--- src/design/cwt_pkg.sv ---
// Shared types, constants and helpers for the commit window tracker.
// No dependencies; every other design file imports this package.
package cwt_pkg;

    localparam int CWT_RING_BLOCKS = 16;
    localparam int CWT_BLOCK_BITS  = 32;

    typedef enum logic [1:0] {
        OP_START    = 2'd0,
        OP_COMMIT   = 2'd1,
        OP_QUERY    = 2'd2,
        OP_SNAPSHOT = 2'd3
    } t_op;

    typedef enum logic [3:0] {
        ST_IDLE,
        ST_CHECK,
        ST_MUL,
        ST_ADDR,
        ST_RMW,
        ST_ADV,
        ST_BITS,
        ST_FIN,
        ST_SNAP_RD,
        ST_SNAP_OUT
    } t_state;

    typedef struct packed {
        logic [1:0]  operation;
        logic        read_only;
        logic [63:0] version;
    } t_cmd;

    typedef struct packed {
        logic [63:0] result_version;
        logic        ok;
        logic        committed;
        logic [31:0] block_word;
        logic        last_block;
        logic [63:0] base_now;
        logic [63:0] last_now;
    } t_rsp;

    // Locate pipeline controls: capture offset, multiply, resolve block/bit.
    typedef struct packed {
        logic load;
        logic mul;
        logic fin;
    } t_loc_ctl;

    // Position of the lowest zero bit, 8 when the byte is all ones.
    function automatic logic [3:0] first_zero8(input logic [7:0] b);
        logic [3:0] zpos;
        zpos = 4'd8;
        for (int i = 7; i >= 0; i--) begin
            if (!b[i]) begin
                zpos = 4'(i);
            end
        end
        return zpos;
    endfunction

endpackage

--- src/design/cwt_ram.sv ---
// Generic single-write, single-read RAM with registered read data.
// Depends on cwt_pkg for default sizes.
module cwt_ram #(
    parameter int WIDTH = cwt_pkg::CWT_BLOCK_BITS,
    parameter int DEPTH = cwt_pkg::CWT_RING_BLOCKS
) (
    input  logic                     i_clk,
    input  logic                     i_we,
    input  logic [$clog2(DEPTH)-1:0] i_waddr,
    input  logic [WIDTH-1:0]         i_wdata,
    input  logic                     i_re,
    input  logic [$clog2(DEPTH)-1:0] i_raddr,
    output logic [WIDTH-1:0]         o_rdata
);
    import cwt_pkg::*;

    logic [WIDTH-1:0] r_mem [DEPTH];
    logic [WIDTH-1:0] r_rdata;

    always_ff @(posedge i_clk) begin
        if (i_we) begin
            r_mem[i_waddr] <= i_wdata;
        end
        if (i_re) begin
            r_rdata <= r_mem[i_raddr];
        end
    end

    assign o_rdata = r_rdata;

endmodule

--- src/design/cwt_locate.sv ---
// Maps a bit position relative to the base block onto ring block and bit index.
// Two registered steps: reciprocal multiply for the quotient, then block wrap and
// remainder. Depends on cwt_pkg.
module cwt_locate #(
    parameter int RING_BLOCKS = cwt_pkg::CWT_RING_BLOCKS,
    parameter int BLOCK_BITS  = cwt_pkg::CWT_BLOCK_BITS
) (
    input  logic                                           i_clk,
    input  cwt_pkg::t_loc_ctl                              i_ctl,
    input  logic [$clog2((RING_BLOCKS+1)*BLOCK_BITS)-1:0]  i_pos,
    input  logic [$clog2(RING_BLOCKS)-1:0]                 i_bblk,
    output logic [$clog2(RING_BLOCKS)-1:0]                 o_blk_nxt,
    output logic [$clog2(RING_BLOCKS)-1:0]                 o_blk,
    output logic [$clog2(BLOCK_BITS)-1:0]                  o_bit
);
    import cwt_pkg::*;

    localparam int PW    = $clog2((RING_BLOCKS + 1) * BLOCK_BITS);
    localparam int AW    = $clog2(RING_BLOCKS);
    localparam int BW    = $clog2(BLOCK_BITS);
    localparam int QW    = $clog2(RING_BLOCKS + 1);
    localparam int SW    = $clog2(2 * RING_BLOCKS);
    // pos * err < 2^SH keeps floor(pos * RECIP / 2^SH) exact
    localparam int SH    = PW + BW;
    localparam int RECIP = (2 ** SH + BLOCK_BITS - 1) / BLOCK_BITS;
    localparam int MW    = SH - 2;

    logic [PW-1:0]    r_pos;
    logic [QW-1:0]    r_q;
    logic [AW-1:0]    r_blk;
    logic [BW-1:0]    r_bit;
    logic [PW+MW-1:0] prod;
    logic [SW-1:0]    sum;
    logic [SW-1:0]    wrapped;
    logic [PW-1:0]    rem;

    assign prod    = (PW+MW)'(r_pos) * (PW+MW)'(RECIP);
    assign sum     = SW'(i_bblk) + SW'(r_q);
    assign wrapped = (sum >= SW'(RING_BLOCKS)) ? sum - SW'(RING_BLOCKS) : sum;
    assign rem     = r_pos - PW'(r_q) * PW'(BLOCK_BITS);

    always_ff @(posedge i_clk) begin
        if (i_ctl.load) begin
            r_pos <= i_pos;
        end
        if (i_ctl.mul) begin
            r_q <= prod[SH +: QW];
        end
        if (i_ctl.fin) begin
            r_blk <= wrapped[AW-1:0];
            r_bit <= rem[BW-1:0];
        end
    end

    assign o_blk_nxt = wrapped[AW-1:0];
    assign o_blk     = r_blk;
    assign o_bit     = r_bit;

endmodule

--- src/design/commit_window_tracker.sv ---
// Commit window tracker: top level, control sequencer and base advance logic.
// Depends on cwt_pkg, cwt_ram (commit bitmap) and cwt_locate (version to block/bit).
//
// Commands are taken when start is high and busy is low, one at a time. Each
// command gives its result as a one-cycle pulse on o_strobe with o_rsp; snapshot
// gives one pulse per window block, oldest first, last_block set on the final one,
// and none at all when the window is empty. The receiver cannot stall, so every
// strobe must be captured. A start that is refused or not read-only, a refused
// commit, a commit at or below base, and a query outside the window finish
// straight from the check. A query or commit inside the window first has its
// version turned into a ring block and bit over two registered steps (a
// reciprocal multiply, then wrap and remainder); then the bitmap RAM is read
// with registered read data and, for a commit, written back. A commit of the
// version just above base adds the base advance: one RAM read per fully
// committed block skipped, then the partial block is handed to the scan and
// scanned one byte at a time; read-only start follows the same path. Snapshot
// reads the RAM and then makes one transfer for each block emitted. After
// reset all blocks read as zero at once: each block has a valid flop, so no
// clearing pass is needed.
module commit_window_tracker #(
    parameter int RING_BLOCKS = cwt_pkg::CWT_RING_BLOCKS,
    parameter int BLOCK_BITS  = cwt_pkg::CWT_BLOCK_BITS
) (
    input  logic          i_clk,
    input  logic          i_rst_n,
    input  logic          start,
    output logic          busy,
    input  cwt_pkg::t_cmd i_cmd,
    output logic          o_strobe,
    output cwt_pkg::t_rsp o_rsp
);
    import cwt_pkg::*;

    localparam int AW   = $clog2(RING_BLOCKS);
    localparam int BW   = $clog2(BLOCK_BITS);
    localparam int NW   = $clog2(RING_BLOCKS + 1);
    localparam int PW   = $clog2((RING_BLOCKS + 1) * BLOCK_BITS);
    localparam int NSEG = (BLOCK_BITS + 7) / 8;
    localparam int SGW  = (NSEG > 1) ? $clog2(NSEG) : 1;
    localparam int PADW = NSEG * 8;
    localparam int RB   = RING_BLOCKS * BLOCK_BITS;

    // ---------------------------------------------------------------------
    // State
    // ---------------------------------------------------------------------
    t_state                 r_state, n_state;
    t_op                    r_op, n_op;
    logic                   r_ro, n_ro;
    logic [63:0]            r_ver, n_ver;
    logic [63:0]            r_base, n_base;     // base_version
    logic [63:0]            r_last, n_last;     // last issued version
    logic [63:0]            r_rv, n_rv;
    logic                   r_ok, n_ok;
    logic                   r_cm, n_cm;
    logic                   r_adj, n_adj;       // version is base + 1
    logic                   r_from_mem, n_from_mem;
    logic [BW-1:0]          r_boff, n_boff;     // base mod BLOCK_BITS
    logic [AW-1:0]          r_bblk, n_bblk;     // ring block that holds base + 1
    logic [AW-1:0]          r_idx, n_idx;       // snapshot walk
    logic [BLOCK_BITS-1:0]  r_word, n_word;     // forwarded block for advance
    logic [NW-1:0]          r_n, n_n;           // whole blocks skipped
    logic [SGW-1:0]         r_seg, n_seg;       // byte under scan
    logic [RING_BLOCKS-1:0] r_vld, n_vld;       // block holds written data
    logic                   r_rd_vld;
    logic                   r_ostb, n_ostb;
    t_rsp                   r_rsp, n_rsp;

    // RAM and locate hookup
    logic                   ram_we;
    logic [AW-1:0]          ram_waddr;
    logic [BLOCK_BITS-1:0]  ram_wdata;
    logic                   ram_re;
    logic [AW-1:0]          ram_raddr;
    logic [BLOCK_BITS-1:0]  ram_rdata;
    t_loc_ctl               loc_ctl;
    logic [PW-1:0]          loc_pos;
    logic [AW-1:0]          loc_blk_nxt;
    logic [AW-1:0]          loc_blk;
    logic [BW-1:0]          loc_bit;

    // ---------------------------------------------------------------------
    // Datapath helpers
    // ---------------------------------------------------------------------
    logic [BLOCK_BITS-1:0]  mem_word;
    logic [BLOCK_BITS-1:0]  word_cur;
    logic [BLOCK_BITS-1:0]  bit_mask;
    logic [BLOCK_BITS-1:0]  low_mask;
    logic [BLOCK_BITS-1:0]  snap_word;
    logic [AW-1:0]          bblk_inc;
    logic [AW-1:0]          idx_inc;
    logic [PW-1:0]          v_lo;
    logic [63:0]            span;
    logic                   win_full;
    logic [NSEG-1:0][7:0]   scan_bytes;
    logic [7:0]             byte_cur;
    logic [BW:0]            scan_t;
    logic                   scan_done;
    logic                   snap_fin;

    // Unwritten blocks read as zero.
    assign mem_word = r_rd_vld ? ram_rdata : '0;
    assign word_cur = r_from_mem ? mem_word : r_word;
    assign bit_mask = BLOCK_BITS'(1) << loc_bit;

    assign bblk_inc = (r_bblk == AW'(RING_BLOCKS - 1)) ? '0 : r_bblk + 1'b1;
    assign idx_inc  = (r_idx == AW'(RING_BLOCKS - 1)) ? '0 : r_idx + 1'b1;

    // Full test on the block-aligned window: last - (base - boff) >= ring size.
    assign span     = r_last - r_base + 64'(r_boff);
    assign win_full = (span >= 64'(RB));

    // Low bits of the version to locate; only the offset from base matters.
    always_comb begin
        unique case (r_op)
            OP_START:    v_lo = r_last[PW-1:0] + PW'(1);
            OP_SNAPSHOT: v_lo = r_last[PW-1:0];
            OP_COMMIT,
            OP_QUERY:    v_lo = r_ver[PW-1:0];
        endcase
    end
    // bit position counted from the start of the base block
    assign loc_pos = v_lo - r_base[PW-1:0] + PW'(r_boff) - PW'(1);

    // Bit scan: bits below the base offset count as committed, padding as not.
    always_comb begin
        for (int i = 0; i < BLOCK_BITS; i++) begin
            low_mask[i] = (i < int'(r_boff));
        end
    end
    assign scan_bytes = PADW'(r_word) | PADW'(low_mask);
    assign byte_cur   = scan_bytes[r_seg];
    assign scan_done  = (byte_cur != 8'hFF) || (r_seg == SGW'(NSEG - 1));
    assign scan_t     = (BW+1)'({r_seg, 3'b000}) + (BW+1)'(first_zero8(byte_cur));

    assign snap_fin  = (r_idx == loc_blk);
    assign snap_word = mem_word | (snap_fin ? bit_mask : '0);

    // ---------------------------------------------------------------------
    // Sequencer
    // ---------------------------------------------------------------------
    always_comb begin
        n_state    = r_state;
        n_op       = r_op;
        n_ro       = r_ro;
        n_ver      = r_ver;
        n_base     = r_base;
        n_last     = r_last;
        n_rv       = r_rv;
        n_ok       = r_ok;
        n_cm       = r_cm;
        n_adj      = r_adj;
        n_from_mem = r_from_mem;
        n_boff     = r_boff;
        n_bblk     = r_bblk;
        n_idx      = r_idx;
        n_word     = r_word;
        n_n        = r_n;
        n_seg      = r_seg;
        n_vld      = r_vld;
        n_ostb     = 1'b0;
        n_rsp      = r_rsp;
        ram_we     = 1'b0;
        ram_waddr  = loc_blk;
        ram_wdata  = mem_word | bit_mask;
        ram_re     = 1'b0;
        ram_raddr  = r_idx;
        loc_ctl    = '0;

        unique case (r_state)
            ST_IDLE: begin
                if (start) begin
                    n_op    = t_op'(i_cmd.operation);
                    n_ro    = i_cmd.read_only;
                    n_ver   = i_cmd.version;
                    n_rv    = '0;
                    n_ok    = 1'b1;
                    n_cm    = 1'b0;
                    n_state = ST_CHECK;
                end
            end

            ST_CHECK: begin
                loc_ctl.load = 1'b1;
                n_adj        = (loc_pos == PW'(r_boff));
                n_idx        = r_bblk;
                unique case (r_op)
                    OP_START: begin
                        if (win_full) begin
                            n_ok    = 1'b0;
                            n_state = ST_FIN;
                        end else begin
                            n_last  = r_last + 64'd1;
                            n_rv    = r_last + 64'd1;
                            n_state = r_ro ? ST_MUL : ST_FIN;
                        end
                    end
                    OP_COMMIT: begin
                        priority if (r_ver > r_last) begin
                            n_ok    = 1'b0;
                            n_state = ST_FIN;
                        end else if (r_ver > r_base) begin
                            n_state = ST_MUL;
                        end else begin
                            n_state = ST_FIN;
                        end
                    end
                    OP_QUERY: begin
                        priority if (r_ver <= r_base) begin
                            n_cm    = 1'b1;
                            n_state = ST_FIN;
                        end else if (r_ver > r_last) begin
                            n_state = ST_FIN;
                        end else begin
                            n_state = ST_MUL;
                        end
                    end
                    OP_SNAPSHOT: begin
                        n_state = (r_base >= r_last) ? ST_IDLE : ST_MUL;
                    end
                endcase
            end

            ST_MUL: begin
                loc_ctl.mul = 1'b1;
                n_state     = ST_ADDR;
            end

            ST_ADDR: begin
                loc_ctl.fin = 1'b1;
                ram_re      = 1'b1;
                ram_raddr   = loc_blk_nxt;
                n_state     = (r_op == OP_SNAPSHOT) ? ST_SNAP_RD : ST_RMW;
            end

            ST_RMW: begin
                if (r_op == OP_QUERY) begin
                    n_cm    = mem_word[loc_bit];
                    n_state = ST_FIN;
                end else begin
                    ram_we         = 1'b1;
                    n_vld[loc_blk] = 1'b1;
                    if (r_adj) begin
                        // forward the merged block straight into the advance
                        n_word     = ram_wdata;
                        n_from_mem = 1'b0;
                        n_n        = '0;
                        n_state    = ST_ADV;
                    end else begin
                        n_state = ST_FIN;
                    end
                end
            end

            ST_ADV: begin
                if (word_cur == '1 && r_n < NW'(RING_BLOCKS)) begin
                    n_base        = r_base + 64'(BLOCK_BITS) - 64'(r_boff);
                    n_boff        = '0;
                    n_bblk        = bblk_inc;
                    n_vld[r_bblk] = 1'b0;
                    n_n           = r_n + 1'b1;
                    ram_re        = 1'b1;
                    ram_raddr     = bblk_inc;
                    n_from_mem    = 1'b1;
                end else begin
                    n_word  = word_cur;
                    n_seg   = SGW'(r_boff >> 3);
                    n_state = ST_BITS;
                end
            end

            ST_BITS: begin
                if (scan_done) begin
                    n_base = r_base + 64'(scan_t) - 64'(r_boff);
                    if (scan_t == (BW+1)'(BLOCK_BITS)) begin
                        n_boff = '0;
                        n_bblk = bblk_inc;
                    end else begin
                        n_boff = scan_t[BW-1:0];
                    end
                    n_state = ST_FIN;
                end else begin
                    n_seg = r_seg + 1'b1;
                end
            end

            ST_FIN: begin
                n_ostb              = 1'b1;
                n_rsp.result_version = r_rv;
                n_rsp.ok             = r_ok;
                n_rsp.committed      = r_cm;
                n_rsp.block_word     = '0;
                n_rsp.last_block     = 1'b1;
                n_rsp.base_now       = r_base;
                n_rsp.last_now       = r_last;
                n_state              = ST_IDLE;
            end

            ST_SNAP_RD: begin
                ram_re    = 1'b1;
                ram_raddr = r_idx;
                n_state   = ST_SNAP_OUT;
            end

            ST_SNAP_OUT: begin
                n_ostb               = 1'b1;
                n_rsp.result_version = '0;
                n_rsp.ok             = 1'b1;
                n_rsp.committed      = 1'b0;
                n_rsp.block_word     = 32'(snap_word);
                n_rsp.last_block     = snap_fin;
                n_rsp.base_now       = r_base;
                n_rsp.last_now       = r_last;
                if (snap_fin) begin
                    n_state = ST_IDLE;
                end else begin
                    n_idx   = idx_inc;
                    n_state = ST_SNAP_RD;
                end
            end

            default: begin
                n_state = ST_IDLE;
            end
        endcase
    end

    // ---------------------------------------------------------------------
    // Registers
    // ---------------------------------------------------------------------
    always_ff @(posedge i_clk) begin
        if (!i_rst_n) begin
            r_state <= ST_IDLE;
            r_op    <= OP_START;
            r_base  <= '0;
            r_last  <= '0;
            r_boff  <= '0;
            r_bblk  <= '0;
            r_vld   <= '0;
            r_ostb  <= 1'b0;
        end else begin
            r_state <= n_state;
            r_op    <= n_op;
            r_base  <= n_base;
            r_last  <= n_last;
            r_boff  <= n_boff;
            r_bblk  <= n_bblk;
            r_vld   <= n_vld;
            r_ostb  <= n_ostb;
        end
    end

    always_ff @(posedge i_clk) begin
        r_ro       <= n_ro;
        r_ver      <= n_ver;
        r_rv       <= n_rv;
        r_ok       <= n_ok;
        r_cm       <= n_cm;
        r_adj      <= n_adj;
        r_from_mem <= n_from_mem;
        r_idx      <= n_idx;
        r_word     <= n_word;
        r_n        <= n_n;
        r_seg      <= n_seg;
        r_rsp      <= n_rsp;
        if (ram_re) begin
            r_rd_vld <= r_vld[ram_raddr];
        end
    end

    assign busy     = (r_state != ST_IDLE);
    assign o_strobe = r_ostb;
    assign o_rsp    = r_rsp;

    // ---------------------------------------------------------------------
    // Submodules
    // ---------------------------------------------------------------------
    cwt_ram #(
        .WIDTH (BLOCK_BITS),
        .DEPTH (RING_BLOCKS)
    ) u_bitmap (
        .i_clk   (i_clk),
        .i_we    (ram_we),
        .i_waddr (ram_waddr),
        .i_wdata (ram_wdata),
        .i_re    (ram_re),
        .i_raddr (ram_raddr),
        .o_rdata (ram_rdata)
    );

    cwt_locate #(
        .RING_BLOCKS (RING_BLOCKS),
        .BLOCK_BITS  (BLOCK_BITS)
    ) u_locate (
        .i_clk     (i_clk),
        .i_ctl     (loc_ctl),
        .i_pos     (loc_pos),
        .i_bblk    (r_bblk),
        .o_blk_nxt (loc_blk_nxt),
        .o_blk     (loc_blk),
        .o_bit     (loc_bit)
    );

    // ---------------------------------------------------------------------
    // Assertions
    // ---------------------------------------------------------------------
    a_base_le_last: assert property (@(posedge i_clk) disable iff (!i_rst_n)
        r_base <= r_last)
        else $error("base passed last issued version");

    a_window_bound: assert property (@(posedge i_clk) disable iff (!i_rst_n)
        (r_last - r_base + 64'(r_boff)) <= 64'(RB))
        else $error("aligned window exceeds ring size");

    a_snap_continues: assert property (@(posedge i_clk) disable iff (!i_rst_n)
        (o_strobe && !o_rsp.last_block) |-> (r_state == ST_SNAP_RD))
        else $error("non-final transfer not followed by next snapshot read");

    a_adj_hits_base: assert property (@(posedge i_clk) disable iff (!i_rst_n)
        (r_state == ST_RMW && r_op != OP_QUERY && r_adj)
            |-> (loc_blk == r_bblk && loc_bit == r_boff))
        else $error("version above base located off the base bit");

endmodule

--- config.mk ---
export PLATFORM = sky130hd
export DESIGN_NAME = commit_window_tracker
export DESIGN_NICKNAME = d
export VERILOG_FILES = /design/src/design/cwt_pkg.sv /design/src/design/cwt_ram.sv /design/src/design/cwt_locate.sv /design/src/design/commit_window_tracker.sv
export SDC_FILE = /design/constraint.sdc
export NUM_CORES = 2
export LEC_CHECK = 0
export BUFFER_PORTS_ARGS = -buffer_cell sky130_fd_sc_hd__buf_2
export CAP_MARGIN = 25
export CORE_UTILIZATION = 55
export DETAILED_ROUTE_END_ITERATION = 8
export PLACE_DENSITY = 0.73
export SETUP_SLACK_MARGIN = 0.02
export SYNTH_ARGS = -nofsm -noshare
export SYNTH_HDL_FRONTEND = slang
export SYNTH_HIERARCHICAL = 1
export SYNTH_SLANG_ARGS = --single-unit
export TNS_END_PERCENT = 5
--- constraint.sdc ---
create_clock -name i_clk -period 10.6 [get_ports i_clk]
set_input_delay 1.59 -clock i_clk [delete_from_list [all_inputs] [get_ports i_clk]]
set_output_delay 1.59 -clock i_clk [all_outputs]
set_load 0.01 [all_outputs]
After elaboration in Yosys (flattened, before gate mapping)
Memory sizes are Yosys's and may differ from the RTL's. A register that Yosys moved wholly into a read port is not among the register bits.
Index checks and enable logic that the tools add are counted.
{"block": "word_totals", "elab_cells": 269, "in_bits": 70, "out_inout_bits": 229, "n_memories": 1, "ram_bits": 512, "ff_bits": 588}
{"block": "op_classes", "eq_ne": 37, "n_lt_le_gt_ge": 45, "reduce_logical": 29, "n_bitwise": 7, "n_shift": 1, "n_mux": 99, "add_sub_neg": 19}
{"name": "u_bitmap.r_mem", "depth": 16, "word_bits": 32, "rd": 1, "rd_ports_with_merged_regs": 1, "write_ports": 1, "line_no": "cwt_ram.sv:17", "rtl": "logic [WIDTH-1:0] r_mem [DEPTH];"}
{"op": "$pmux W227 S2", "n": 1}
{"op": "$mux W64", "n": 5}
{"op": "$pmux W64 S2", "n": 2}
{"op": "$mux W32", "n": 6}
{"op": "$gt A64 B64 Y1", "n": 2}
{"op": "$sub A64 B5 Y64", "n": 2}
{"op": "$mux W4", "n": 22}
{"op": "$lt A5 B5 Y1 const A", "n": 15}
{"op": "$add A64 B1 Y64 const B", "n": 1}
{"op": "$add A64 B5 Y64", "n": 1}
{"op": "$add A64 B6 Y64", "n": 1}
{"op": "$add A64 B6 Y64 const B", "n": 1}
{"op": "$ge A64 B10 Y1 const B", "n": 1}
{"op": "$ge A64 B64 Y1", "n": 1}
{"op": "$le A64 B64 Y1", "n": 1}
{"op": "$or A32 B32 Y32", "n": 2}
{"op": "$pmux W32 S2", "n": 1}
{"op": "$sub A64 B64 Y64", "n": 1}
{"op": "$lt A4 B5 Y1 const A", "n": 8}
{"op": "$pmux W4 S9", "n": 1}
{"op": "$eq A32 B32 Y1 const B", "n": 1}
{"op": "$mux W16", "n": 2}
{"op": "$or A32 B31 Y32", "n": 1}
{"op": "$pmux W16 S2", "n": 1}
{"op": "other kinds (67)", "n": 157}

Depth between registers and ports, before layout
{"block": "logic_depth", "depth_word": 17, "ltp_mapped": 26}

Hierarchy
The synthesis kept the hierarchy.
{"module": "commit_window_tracker", "instances": 1, "cells_per_inst": 4374, "area_per_inst_um2": 40159.8}
{"module": "cwt_ram", "instances": 1, "cells_per_inst": 838, "area_per_inst_um2": 20156.8}
{"module": "cwt_locate", "instances": 1, "cells_per_inst": 31, "area_per_inst_um2": 760.7}

Worst setup path before layout
No wires, ideal clock.
{"block": "synth_path", "path_type": "reg-to-reg", "startpoint": "register r_boff[1]", "endpoint": "register r_rv[0], enable pin", "arrival_ns": 7.647, "path_slack_ns": 2.436, "period_less_slack_ns": 8.164, "stages_incl_launch_ff": 19, "path_buffers": 3, "cell_sequence": "dfxtp_1 > clkbuf_1 > inv_1 > fa_1 > inv_1 > fa_1 > nand3_1 > a32oi_1 > nand3_1 > a21oi_1 > or3_1 > a2111o_1 > or4_1 > nor4_2 > nand4_1 > buf_4 > buf_6 > nor4_2 > a2bb2oi_1"}
{"block": "synth_via", "elab_chain_len": 4}
{"item": "start, declared", "line_no": "commit_window_tracker.sv:57", "rtl": "logic [BW-1:0] r_boff, n_boff;"}
{"item": "start signal, assigned", "line_no": "commit_window_tracker.sv:345", "rtl": "r_boff <= n_boff;"}
{"item": "$add A64 B5 Y64", "line_no": "commit_window_tracker.sv:109", "rtl": "assign span = r_last - r_base + 64'(r_boff);"}
{"item": "$ge A64 B10 Y1", "line_no": "commit_window_tracker.sv:110", "rtl": "assign win_full = (span >= 64'(RB));"}
{"item": "$ne A2 B2 Y1 (no source line)"}
{"item": "$reduce_and A4 Y1 (no source line)"}
{"item": "end signal, assigned", "line_no": "commit_window_tracker.sv:355", "rtl": "r_rv <= n_rv;"}
{"item": "end, declared", "line_no": "commit_window_tracker.sv:52", "rtl": "logic [63:0] r_rv, n_rv;"}
Every way passes these cells.
A chain may end at the register's enable or synchronous reset.

Worst setup path in the final report
{"block": "layout_path", "startpoint": "register r_boff[4]", "endpoint": "register r_base[62]"}
{"block": "layout_via", "elab_chain_len": 17}
{"item": "$lt A3 B5 Y1 (tied with other cells)", "line_no": "commit_window_tracker.sv:127", "rtl": "low_mask[i] = (i < int'(r_boff));"}
{"item": "$or A32 B31 Y32", "line_no": "commit_window_tracker.sv:130", "rtl": "assign scan_bytes = PADW'(r_word) | PADW'(low_mask);"}
{"item": "$bmux W8 S2", "line_no": "commit_window_tracker.sv:131", "rtl": "assign byte_cur = scan_bytes[r_seg];"}
{"item": "$mux W8 (not written as such)", "line_no": "commit_window_tracker.sv:131"}
{"item": "$mux W4 (8 in series)", "line_no": "cwt_pkg.sv:56", "rtl": "if (!b[i]) begin"}
{"item": "$add A5 B4 Y6", "line_no": "commit_window_tracker.sv:133", "rtl": "assign scan_t = (BW+1)'({r_seg, 3'b000}) + (BW+1)'(first_zero8(byte_cur));"}
{"item": "$add A64 B6 Y64", "line_no": "commit_window_tracker.sv:273", "rtl": "n_base = r_base + 64'(scan_t) - 64'(r_boff);"}
{"item": "$sub A64 B5 Y64", "line_no": "commit_window_tracker.sv:273"}
{"item": "$mux W64", "line_no": "commit_window_tracker.sv:272", "rtl": "if (scan_done) begin"}
{"item": "$pmux W64 S2", "line_no": "commit_window_tracker.sv:169", "rtl": "unique case (r_state)"}
{"item": "end signal, assigned", "line_no": "commit_window_tracker.sv:343", "rtl": "r_base <= n_base;"}
{"item": "end, declared", "line_no": "commit_window_tracker.sv:50", "rtl": "logic [63:0] r_base, n_base;"}
Several ways; a longest one is shown, not always the timed one. The select of a mux whose other input is x is not followed.

==> impl_metrics.csv <==
group,metric,value,unit
status,status,"finished, final reports clean",
global_route,antenna_found_initial,3,
layout,layout.nets,5979,
floorplan,dieArea,112000,sq um
clock_tree,cts_tree,"built",
synth,ys.flop_type,"edfxtp_1",
min_path,holdPathStages,0,
worst_setup_path,r2r-start,"r_boff[4]$_SDFFE_PN0P_",
detailed_routing,num_vias,45100,
timing,finalSetupViolCount,0,
floorplan,fp.dieH,335,um
timing,maxSlewViolCount,0,
timing,slew_headroom,24.3,%
timing,tightest_slew,1.13,ns
clock_tree,clock_latency,0.76,ns
detailed_routing,wirelength,184000,um
synth,synth_seq_cells,1130,
place,placed_cells,6829,
worst_setup_path,cp-end-kind,"flop",
clock_tree,cts.hold.buffers_added,0,
min_path,hold_end,"u_locate/o_bit[2]$_DFFE_PP_",
detailed_routing,wl_per_cell,26.1,um
min_path,hold_path.class,"flop to flop",
layout,fillers,8550,
synth,synth.distinct_cells,91,
worst_setup_path,cp_top_family,"compound AO/OA/AOI/OAI gates",
worst_setup_path,slowest_delay,0.88,ns
worst_setup_path,reg2reg_depth,22,
pwr,power.density,332,nW/um^2
clock_tree,cts_setup_buffers,0,
detailed_routing,wl_met2,88300,um
synth,synth_edf_count,970,
floorplan,start_util,55.8,%
floorplan,die_x,335,um
timing,fin_crit,7.26,ns
pwr,total_power,0.0226,W
detailed_routing,drc,0,
layout,syn_to_final_growth,11.3,%
timing,hold_viol,0,
synth,syn_avg_cell_area,11.6,sq um
worst_setup_path,critPathKind,"flop to flop",
clock_tree,cts.sinks,1130,
worst_setup_path,worst-r2r-setup-slack,3.34,ns
layout,drive_gt1_share,14.7,%
global_route,grt_max_degree,105,
timing,holdWs,0.418,ns
timing,finalCritPeriodShare,68.5,%
run,max-cap-violations,0,
detailed_routing,drtIter0Drc,5340,
place,port_buffers,298,
detailed_routing,drt-pass1-iter-count,6,
detailed_routing,routed_via_density,6.41,
synth,synth_nets,5752,
timing,setup_tns,0,ns
layout,final_util,62.1,%
synth,yosys_warnings,6,
worst_setup_path,path_cells,"clkinv_1 > a211oi_1 > a211oi_1 > a311oi_1 > nand3_1 > nor4b_1 > ha_1 > ha_1 > inv_1 > fa_1 > inv_1 > ha_1 > o2111ai_1 > a311o_1 > a211oi_1 > nor2_1 > o31a_1 > a21o_1 > o311a_1 > nand2b_1 > mux2_2 > o22ai_1",
detailed_routing,drt-met1-wl,70300,um
global_route,overflow,0,
global_route,track_usage,32.1,%
global_route,grt_pass1_vias,43000,
clock_tree,clockBufferDepth,3,
clock_tree,clk_pin_slew_worst_paths,0.06,ns
worst_setup_path,worstSetupStartpointType,"flop",
global_route,grt_pass1_wl,272000,um
worst_setup_path,critPathSlowestCell,"a211oi_1",
timing,fmax,138,MHz
pwr,leakage,24.7,nW
layout,fin_cells,7041,
floorplan,io-pin-count,299,
worst_setup_path,cp.buffers_inverters,3,
timing,fin_skew,0.0648,ns
place,place.gp.congestion,1.01,
clock_tree,cts_resized,0,
pwr,peakVddDrop,0.596,mV
synth,seq_area_frac_synth,52.9,%
synth,netlist_instances,5243,
detailed_routing,detail-route-antenna-nets,0,
floorplan,rows,121,
detailed_routing,highest_layer,"met4",
synth,async_reset_ff_share,0,%
timing,rsz0062_at_grt,"no",
min_path,worstHoldStart,"u_locate/r_pos[2]$_DFFE_PP_",
synth,synth_area,61100,sq um
detailed_routing,dr_wl_met3,15800,um
worst_setup_path,cp.arrival,7.89,ns
worst_setup_path,cp_data_required_time,11.22,ns
worst_setup_path,crit_fanout,10,
clock_tree,h-tree-depth,3,
clock_tree,root_buffer,"clkbuf_16",
floorplan,core,109000,sq um
clock_tree,cts_buffers,114,
place,hpwl,126000,um
worst_setup_path,r2r_end,"r_base[62]$_SDFFE_PN0P_",
registers in the layout, indices dropped and copies added (netlist names), 9 cells and up:
signal / flops
o_rsp: 227
r_base: 64
r_last: 64
r_rv: 64
r_ver: 64
r_vld: 16
r_word: 32
u_bitmap/o_rdata: 32
u_bitmap/r_mem: 512
u_locate/r_pos: 9
layer usage:
metal	vias to the layer above	track usage [%]
li1	20300	-
met3	478	4.70
met4	0	14.5
met5	-	0
met2	2386	53.6
met1	22000	41.6
worst register-to-register path: stages (launching register included):
cell and delay [ns]:
dfxtp_1 0.56, clkinv_1 0.50, a211oi_1 0.33, a211oi_1 0.12, a311oi_1 0.47, nand3_1 0.28
nor4b_1 0.34, ha_1 0.21, ha_1 0.13, inv_1 0.05, fa_1 0.48, inv_1 0.04
ha_1 0.36, o2111ai_1 0.16, a311o_1 0.48, a211oi_1 0.88, nor2_1 0.24, o31a_1 0.41
a21o_1 0.21, o311a_1 0.38, nand2b_1 0.15, mux2_2 0.27, o22ai_1 0.09
report_power, final:
group / switching (W) / total, W / internal [W]
Clock: 0.00181 / 0.00411 / 0.00229
Combinational: 0.00800 / 0.0125 / 0.00451
Sequential: 0.000408 / 0.00596 / 0.00555
through the flow:
stage               cell area, sq um  worst slack, ns
finish                         68000             3.34
global route                   68000             2.88
detailed placement             64100             3.38
floorplan                      61100             2.44
CTS                            68000             3.32
global placement               64100             3.49
worst max-delay path by stage:
stage | start | endpoint | slack [ns] | depth (start not counted)
floorplan | r_boff[1]$_SDFFE_PN0P_ | r_rv[0]$_SDFFCE_PN0P_ | 2.44 | 18
global placement | r_boff[4]$_SDFFE_PN0P_ | r_base[62]$_SDFFE_PN0P_ | 3.49 | 22
detailed placement | r_boff[4]$_SDFFE_PN0P_ | r_base[62]$_SDFFE_PN0P_ | 3.38 | 22
CTS | r_boff[4]$_SDFFE_PN0P_ | r_base[62]$_SDFFE_PN0P_ | 3.32 | 22
global route | r_boff[4]$_SDFFE_PN0P_ | r_base[62]$_SDFFE_PN0P_ | 2.88 | 22
finish | r_boff[4]$_SDFFE_PN0P_ | r_base[62]$_SDFFE_PN0P_ | 3.34 | 22
logic make-up (layout without fill, tap and decap cells):
kind of cell	Yosys count	count (layout)	synth area share, %
AND/OR/NAND/NOR	1617	1617	13.4
AO/OA/AOI/OAI	1139	1139	11.9
flip-flops	1130	1130	52.9
buffers and inverters	511	832	3.38
adder cells (fa/ha/maj)	439	439	9.21
multiplexers	251	251	6.94
XOR/XNOR	156	156	2.24
other	0	1	0
synthesized netlist by cell type (all sizes together), types with 7 or more instances:
| library cell | n | area [sq um] |
|---|---|---|
| a21oi | 384 | 1940 |
| nand2 | 491 | 1840 |
| clkbuf | 162 | 608 |
| and3 | 17 | 106 |
| a2111o | 7 | 78.8 |
| mux2 | 12 | 135 |
| ha | 421 | 5270 |
| edfxtp | 970 | 29100 |
| mux2i | 102 | 1020 |
| a21boi | 19 | 143 |
| o21ai | 196 | 985 |
| nand3 | 105 | 526 |
| a2111oi | 8 | 71.3 |
| buf | 97 | 509 |
| dfxtp | 160 | 3200 |
| o211ai | 26 | 195 |
| nand3b | 11 | 82.6 |
| o21bai | 25 | 188 |
| nor3 | 98 | 495 |
| a21o | 113 | 848 |
| o31ai | 19 | 143 |
| a221oi | 8 | 76.3 |
| xor2 | 37 | 324 |
| nor3b | 8 | 60.1 |
| and4 | 7 | 61.3 |
| or3 | 20 | 125 |
| and2 | 92 | 576 |
| o22ai | 9 | 56.3 |
| o21a | 50 | 375 |
| mux4 | 137 | 3090 |
| a211oi | 83 | 638 |
| nor2 | 369 | 1390 |
| xnor2 | 119 | 1040 |
| nand4 | 185 | 1160 |
| fa | 18 | 360 |
| a31oi | 30 | 188 |
| nor2b | 39 | 244 |
| nor4 | 106 | 1010 |
| or2 | 14 | 87.6 |
| a22oi | 75 | 563 |
| inv | 250 | 938 |
| nand2b | 28 | 175 |
| o221ai | 8 | 70.1 |
| or4 | 11 | 82.6 |
placed cells by master (no fill, tap or decap), types with 79 or more instances in the layout:
cell       count
nor3_1        92
inv_1        248
mux2i_1      102
xnor2_1      119
edfxtp_1     970
ha_1         421
dfxtp_1      160
nand3_1      104
nor2_1       356
mux4_2       137
and2_1        89
clkbuf_16    115
buf_2        297
a21o_1       112
nand4_1      185
a21oi_1      379
o21ai_0      170
a211oi_1      79
nand2_1      488
cell type report:
| type | instances | area (sq um) | share of cell area [%] |
|---|---|---|---|
| tap | 1476 | 1850 | 2.72 |
| antenna | 1 | 2.50 | 0.00368 |
| clock buffer | 144 | 3070 | 4.51 |
| multi-input combinational | 3602 | 27000 | 39.6 |
| timing repair buffer | 370 | 2070 | 3.04 |
| inverter | 252 | 950 | 1.40 |
| clock inverter | 66 | 768 | 1.13 |
| sequential | 1130 | 32300 | 47.6 |
(Power assumes the default switching activity.)
